<file path="config.mk">
export PLATFORM = sky130hd
export DESIGN_NAME = tx_ring_dma_chunker_core
export DESIGN_NICKNAME = d
export VERILOG_FILES = /design/src/hw/rtl/tdc_pkg.sv /design/src/hw/rtl/tdc_ring_mem.sv /design/src/hw/rtl/tdc_ctrl.sv /design/src/hw/rtl/tx_ring_dma_chunker_core.sv
export SDC_FILE = /design/constraint.sdc
export NUM_CORES = 1
export LEC_CHECK = 0
export BUFFER_PORTS_ARGS = -buffer_cell sky130_fd_sc_hd__buf_2
export CAP_MARGIN = 5
export CORE_MARGIN = 3
export CORE_UTILIZATION = 42
export CTS_BUF_LIST = sky130_fd_sc_hd__clkbuf_8
export DETAILED_ROUTE_END_ITERATION = 10
export SYNTH_ARGS = -nofsm -noshare
export SYNTH_HDL_FRONTEND = slang
export SYNTH_HIERARCHICAL = 1
export SYNTH_SLANG_ARGS = --single-unit
</file>
<file path="constraint.sdc">
create_clock -name clk -period 6.2 [get_ports clk]
set_input_delay 0.93 -clock clk [delete_from_list [all_inputs] [get_ports clk]]
set_output_delay 0.93 -clock clk [all_outputs]
set_load 0.05 [all_outputs]
</file>
<file path="src/hw/rtl/tdc_pkg.sv">
// ----------------------------------------------------------------------------
// tdc_pkg
// Shared types and codes for the transmit ring DMA chunker.
// ----------------------------------------------------------------------------
package tdc_pkg;

    // request codes carried on req_type
    localparam logic REQ_WRITE = 1'b0;
    localparam logic REQ_DONE  = 1'b1;

    localparam int OUT_W = 8;   // width of dma_addr / dma_len

    typedef struct packed {
        logic             accepted;
        logic             dma_start;
        logic [OUT_W-1:0] dma_addr;
        logic [OUT_W-1:0] dma_len;
        logic             dma_enable;
    } result_t;

endpackage

</file>
<file path="src/hw/rtl/tdc_ring_mem.sv">
// ----------------------------------------------------------------------------
// tdc_ring_mem
// Byte storage of the transmit ring, one write port indexed by the head.
// ----------------------------------------------------------------------------
module tdc_ring_mem #(
    parameter int DEPTH = 256,
    parameter int AW    = 8
) (
    input  logic          clk,
    input  logic          wr_en,
    input  logic [AW-1:0] wr_addr,
    input  logic [7:0]    wr_data
);

    logic [7:0] ring_mem [DEPTH];

    // contents are drained by the DMA engine through its own path
    always_ff @(posedge clk)
    begin
        if (wr_en)
        begin
            ring_mem[wr_addr] <= wr_data;
        end
    end

endmodule

</file>
<file path="src/hw/rtl/tdc_ctrl.sv">
// ----------------------------------------------------------------------------
// tdc_ctrl
// Head/tail bookkeeping, chunk issue and DMA enable for one transfer per cycle in which step is high.
// ----------------------------------------------------------------------------
module tdc_ctrl #(
    parameter int RING_SIZE = 256,
    parameter int IW        = 8
) (
    input  logic              clk,
    input  logic              rst_n,
    input  logic              step,
    input  logic              req_type,
    input  logic [7:0]        data_byte,
    input  logic              last_in_write,
    output tdc_pkg::result_t  res,
    output logic              wr_en,
    output logic [IW-1:0]     wr_addr,
    output logic [7:0]        wr_data
);

    localparam logic [IW:0]   SIZE_W = (IW+1)'(RING_SIZE);
    localparam logic [IW-1:0] LAST_IDX = IW'(RING_SIZE - 1);

    logic [IW-1:0] head_reg, head_next;
    logic [IW-1:0] tail_reg, tail_next;
    logic [IW-1:0] issued_reg, issued_next;
    logic          in_flight_reg, in_flight_next;
    logic          enable_reg, enable_next;
    logic          cwa_reg, cwa_next;

    logic [IW-1:0] head_inc;
    logic          full;
    logic [IW:0]   tail_sum;
    logic [IW-1:0] tail_done;
    logic [IW-1:0] h, t;
    logic          try_en, busy_pre;
    logic          issue;
    logic [IW:0]   run;
    logic [31:0]   addr_ext, len_ext;

    assign head_inc = (head_reg == LAST_IDX) ? '0 : head_reg + 1'b1;
    assign full     = (head_inc == tail_reg);

    // issued length never carries the tail more than one wrap
    assign tail_sum  = {1'b0, tail_reg} + {1'b0, issued_reg};
    assign tail_done = (tail_sum >= SIZE_W) ? IW'(tail_sum - SIZE_W) : tail_sum[IW-1:0];

    always_comb
    begin
        cwa_next = cwa_reg;
        if (req_type == tdc_pkg::REQ_WRITE)
        begin
            h        = full ? head_reg : head_inc;
            t        = tail_reg;
            busy_pre = in_flight_reg;
            try_en   = last_in_write && (cwa_reg || !full);
            if (!full)
                cwa_next = 1'b1;
            if (last_in_write)
                cwa_next = 1'b0;
        end
        else
        begin
            h        = head_reg;
            t        = tail_done;
            busy_pre = 1'b0;
            try_en   = 1'b1;
        end
    end

    // largest contiguous run from the tail that does not wrap
    assign issue = try_en && !busy_pre && (h != t);
    assign run   = (h >= t) ? ({1'b0, h} - {1'b0, t}) : (SIZE_W - {1'b0, t});

    always_comb
    begin
        head_next      = h;
        tail_next      = t;
        in_flight_next = busy_pre;
        issued_next    = (req_type == tdc_pkg::REQ_WRITE) ? issued_reg : '0;
        enable_next    = enable_reg;
        if (issue)
        begin
            issued_next    = run[IW-1:0];
            in_flight_next = 1'b1;
            enable_next    = 1'b1;
        end
        else if (req_type == tdc_pkg::REQ_DONE && h == t)
        begin
            enable_next = 1'b0;
        end
    end

    assign addr_ext = 32'(t);
    assign len_ext  = 32'(run[IW-1:0]);

    always_comb
    begin
        res.accepted   = (req_type == tdc_pkg::REQ_WRITE) && !full;
        res.dma_start  = issue;
        res.dma_addr   = issue ? addr_ext[tdc_pkg::OUT_W-1:0] : '0;
        res.dma_len    = issue ? len_ext[tdc_pkg::OUT_W-1:0] : '0;
        res.dma_enable = enable_next;
    end

    assign wr_en   = step && (req_type == tdc_pkg::REQ_WRITE) && !full;
    assign wr_addr = head_reg;
    assign wr_data = data_byte;

    always_ff @(posedge clk or negedge rst_n)
    begin
        if (!rst_n)
        begin
            head_reg      <= '0;
            tail_reg      <= '0;
            issued_reg    <= '0;
            in_flight_reg <= 1'b0;
            enable_reg    <= 1'b0;
            cwa_reg       <= 1'b0;
        end
        else if (step)
        begin
            head_reg      <= head_next;
            tail_reg      <= tail_next;
            issued_reg    <= issued_next;
            in_flight_reg <= in_flight_next;
            enable_reg    <= enable_next;
            cwa_reg       <= cwa_next;
        end
    end

    a_busy_enabled: assert property (@(posedge clk) disable iff (!rst_n)
        in_flight_reg |-> enable_reg)
        else $error("transfer in flight with DMA enable low");

    a_len_tracks_busy: assert property (@(posedge clk) disable iff (!rst_n)
        in_flight_reg == (issued_reg != '0))
        else $error("issued length out of step with busy flag");

    a_index_range: assert property (@(posedge clk) disable iff (!rst_n)
        ({1'b0, head_reg} < SIZE_W) && ({1'b0, tail_reg} < SIZE_W))
        else $error("ring index beyond ring size");

    a_no_issue_when_busy: assert property (@(posedge clk) disable iff (!rst_n)
        (step && in_flight_reg && req_type == tdc_pkg::REQ_WRITE) |-> !issue)
        else $error("second transfer issued while one is in flight");

    a_write_advances: assert property (@(posedge clk) disable iff (!rst_n)
        wr_en |=> (head_reg != $past(head_reg)))
        else $error("stored byte did not advance head");

endmodule

</file>
<file path="src/hw/rtl/tx_ring_dma_chunker_core.sv">
// ----------------------------------------------------------------------------
// tx_ring_dma_chunker_core
// Transmit ring buffer that hands contiguous chunks to a DMA engine.
// ----------------------------------------------------------------------------
// Input channel (in_valid/in_ready): req_type selects a byte write (data_byte,
// last_in_write marks the end of a software write call) or a DMA completion.
// Output channel (out_valid/out_ready): one result per input transfer with
// accepted, the issue strobe dma_start with dma_addr/dma_len, and the DMA
// enable level after the step.
// The ring state updates and the result is registered at the edge that
// takes the input. One item per cycle is sustained while out_ready is high;
// the single output register is the only buffer.
// When the receiver stalls with a result pending, in_ready drops until that
// result is taken; in_ready is high again in the cycle out_ready is seen.
// Reset clears head, tail, busy, enable and the call tracking; the byte store
// has no reset and needs no clearing pass.
// ----------------------------------------------------------------------------
module tx_ring_dma_chunker_core #(
    parameter int RING_SIZE = 256
) (
    input  logic       clk,
    input  logic       rst_n,
    input  logic       in_valid,
    output logic       in_ready,
    input  logic       req_type,
    input  logic [7:0] data_byte,
    input  logic       last_in_write,
    output logic       out_valid,
    input  logic       out_ready,
    output logic       accepted,
    output logic       dma_start,
    output logic [7:0] dma_addr,
    output logic [7:0] dma_len,
    output logic       dma_enable
);

    localparam int IW = (RING_SIZE > 2) ? $clog2(RING_SIZE) : 1;

    logic              step;
    tdc_pkg::result_t  res;
    tdc_pkg::result_t  res_reg;
    logic              out_valid_reg, out_valid_next;
    logic              wr_en;
    logic [IW-1:0]     wr_addr;
    logic [7:0]        wr_data;

    assign in_ready = !out_valid_reg || out_ready;
    assign step     = in_valid && in_ready;

    tdc_ctrl #(
        .RING_SIZE (RING_SIZE),
        .IW        (IW)
    ) u_ctrl (
        .clk           (clk),
        .rst_n         (rst_n),
        .step          (step),
        .req_type      (req_type),
        .data_byte     (data_byte),
        .last_in_write (last_in_write),
        .res           (res),
        .wr_en         (wr_en),
        .wr_addr       (wr_addr),
        .wr_data       (wr_data)
    );

    tdc_ring_mem #(
        .DEPTH (RING_SIZE),
        .AW    (IW)
    ) u_mem (
        .clk     (clk),
        .wr_en   (wr_en),
        .wr_addr (wr_addr),
        .wr_data (wr_data)
    );

    assign out_valid_next = step || (out_valid_reg && !out_ready);

    always_ff @(posedge clk or negedge rst_n)
    begin
        if (!rst_n)
        begin
            out_valid_reg <= 1'b0;
        end
        else
        begin
            out_valid_reg <= out_valid_next;
        end
    end

    always_ff @(posedge clk)
    begin
        if (step)
        begin
            res_reg <= res;
        end
    end

    assign out_valid  = out_valid_reg;
    assign accepted   = res_reg.accepted;
    assign dma_start  = res_reg.dma_start;
    assign dma_addr   = res_reg.dma_addr;
    assign dma_len    = res_reg.dma_len;
    assign dma_enable = res_reg.dma_enable;

endmodule

</file>
==> out/summary.txt <==
run status: complete, no violations
grt total ovfl: 0
Slew headroom: 52.1%
Initial DRC Count: 136
CTS tree: built
switch share: 47.6%
min-delay worst type: reg -> reg
cts hold-fix bufs: 0
syn_area_per_cell: 9.72 um2
Period Utilization, post-route: 88.5%
GP Congestion: 0.848
CP max stage cell: nor3_1
final design utilization: 49.5%
# DRC: 0
final non-filler cell area: 0.00371 mm2
Row Count: 31
maximum fanout along the worst path: 10
Post-CTS Setup Bufs: 0
clock tree sinks: 47
crit-path most repeated cell: buf_4
global-route wire length before repair: 13.1 mm
Global Route Usage Sum: 18.8%
share of cells above drive strength 1: 17.9%
PortBufs: 26
total CTS buffers: 5
Hold Startpoint: u_ctrl/in_flight_reg
CP Class: reg -> reg
PostCTS Resize Cnt: 0
Worst Skew: 0.00422 ns
Gate Count Post-Synth: 345
Worst Tran Pin Value: 0.717 ns
Pwr Density: 619 mW/mm2
setup ws final: 0.710 ns
antenna violations before repair: 0
Max VDD drop: 0.215 mV
post-place setup slack: 0.741 ns
Routed WL: 7.90 mm
vias in the first global route: 2486
Setup-failing EPs final: 0
clock root cell: clkbuf_8
I/O pin cnt: 35
Worst-Skew Late Latency: 0.30 ns
# nets final: 400
CTS max path bufs: 2
Placed Area: 0.00357 mm2
critical path, cell by cell: ha_1 -> inv_1 -> nor3_1 -> o32ai_1 -> a31oi_1 -> buf_4 -> a21oi_1 -> a31oi_1 -> ha_1 -> nand4_1 -> nor2_1 -> buf_4 -> or3_1 -> o22ai_1 -> buf_4 -> mux2_2 -> a211oi_1 -> mux2_2
NetSw: 1090 uW
CP top delay family: compound AO/OA/AOI/OAI gates
leakage: 0.00155 uW
dpl hpwl: 5.99 mm
TNS Setup: 0 ns
RSZ-0062 raised after global routing: false
Vias/cell: 5.80
largest net degree at the start of global routing: 39
CTS clk-pin slew, worst paths: 0.09 ns
Comb pwr share: 63.3%
share of power burned in registers: 25.0%
htree depth: 2
Final Hold Viols: 0
most common cell after layout, fill and taps aside: nor2_1
die height: 95.4 um
starting density of the core: 44.8%
CORE AREA: 0.00749 mm2
routed vias: 2707
Req. time, crit path: 6.45 ns
WP buf/inv: 4
wire per inst: 16.9 um
CP startpoint kind: flip-flop
start point of the critical path: u_ctrl/wr_addr[0]
DR pass1 iterations: 5
Max Freq: 182 MHz
P_int: 1200 uW
Max Slew Vio Count: 0
Mapped Nets: 378
Synth-to-Final Area Change: 10.5%
Clock power frac: 11.7%
Die Width: 95.4 um
Die ar.: 0.00910 mm2
Max Cap Violations: 0
CP arrival: 5.74 ns
RR Startpoint: u_ctrl/wr_addr[0]
highest-count cells in the layout ignoring fill and taps: nor2_1 (33), dfrtp_1 (28), buf_2 (26)
Worst R2R Setup Slack: 0.71 ns
Final ANT Viol Nets: 0
diode count: 0
delay of the slowest critical-path stage: 0.53 ns
synthesized area: 0.00335 mm2
yosys warns: 6
Worst setup EP type: flip-flop
fin crit period: 5.49 ns
[final cells by class]
cell class | instances | area (um2)
clock buffer | 5 | 68.8
clock inverter | 3 | 67.6
fill | 696 | 3780
inverter | 12 | 45.0
multi-input combinational | 267 | 1940
sequential | 47 | 1270
tap | 99 | 124
timing repair buffer | 34 | 190
[through the flow]
stage               cells  total power, uW  hold slack, ns
floorplan             345             1670           0.450
global placement      459             2000           0.474
detailed placement    459             2020           0.485
CTS                   467             2290           0.506
global route          467             2490           0.547
finish                467             2290           0.506
[worst register-to-register path, delay by kind of cell, from the launching register on]
family                   cells  cell delay (ns)
buffers and inverters        4             0.84
AO/OA/AOI/OAI                6             1.74
AND/OR/NAND/NOR              4             1.06
flip-flops                   1             0.51
adder cells (fa/ha/maj)      2             0.71
multiplexers                 2             0.56
[power groups by stage]
| stage | clock network, uW | logic (uW) | registers [uW] |
|---|---|---|---|
| finish | 269 | 1450 | 573 |
| detailed placement | 0 | 1440 | 578 |
| floorplan | 0 | 1030 | 643 |
| global route | 288 | 1610 | 590 |
| CTS | 278 | 1440 | 573 |
| global placement | 0 | 1420 | 578 |
[worst paths after layout]
| check | depth (start not counted) | end |
|---|---|---|
| hold / removal | 2 | u_ctrl/in_flight_reg |
| hold reg to reg | 2 | u_ctrl/in_flight_reg |
| setup reg to reg | 18 | u_ctrl/issued_reg[0] |
| setup / recovery | 18 | u_ctrl/issued_reg[0] |
| min in group asynchronous | 1 | u_ctrl/wr_addr[5] |
| max in group asynchronous | 1 | out_valid |
[per-layer routing]
metal | vias to the layer above | GRT usage, % | share of wire [%]
met5 | - | 0 | 0
met4 | 0 | 5.57 | 1.8
met3 | 10 | 3.16 | 4.6
met2 | 63 | 28.6 | 44
met1 | 1309 | 27.3 | 50
li1 | 1325 | - | -
Power figures use the tool's default switching activity.
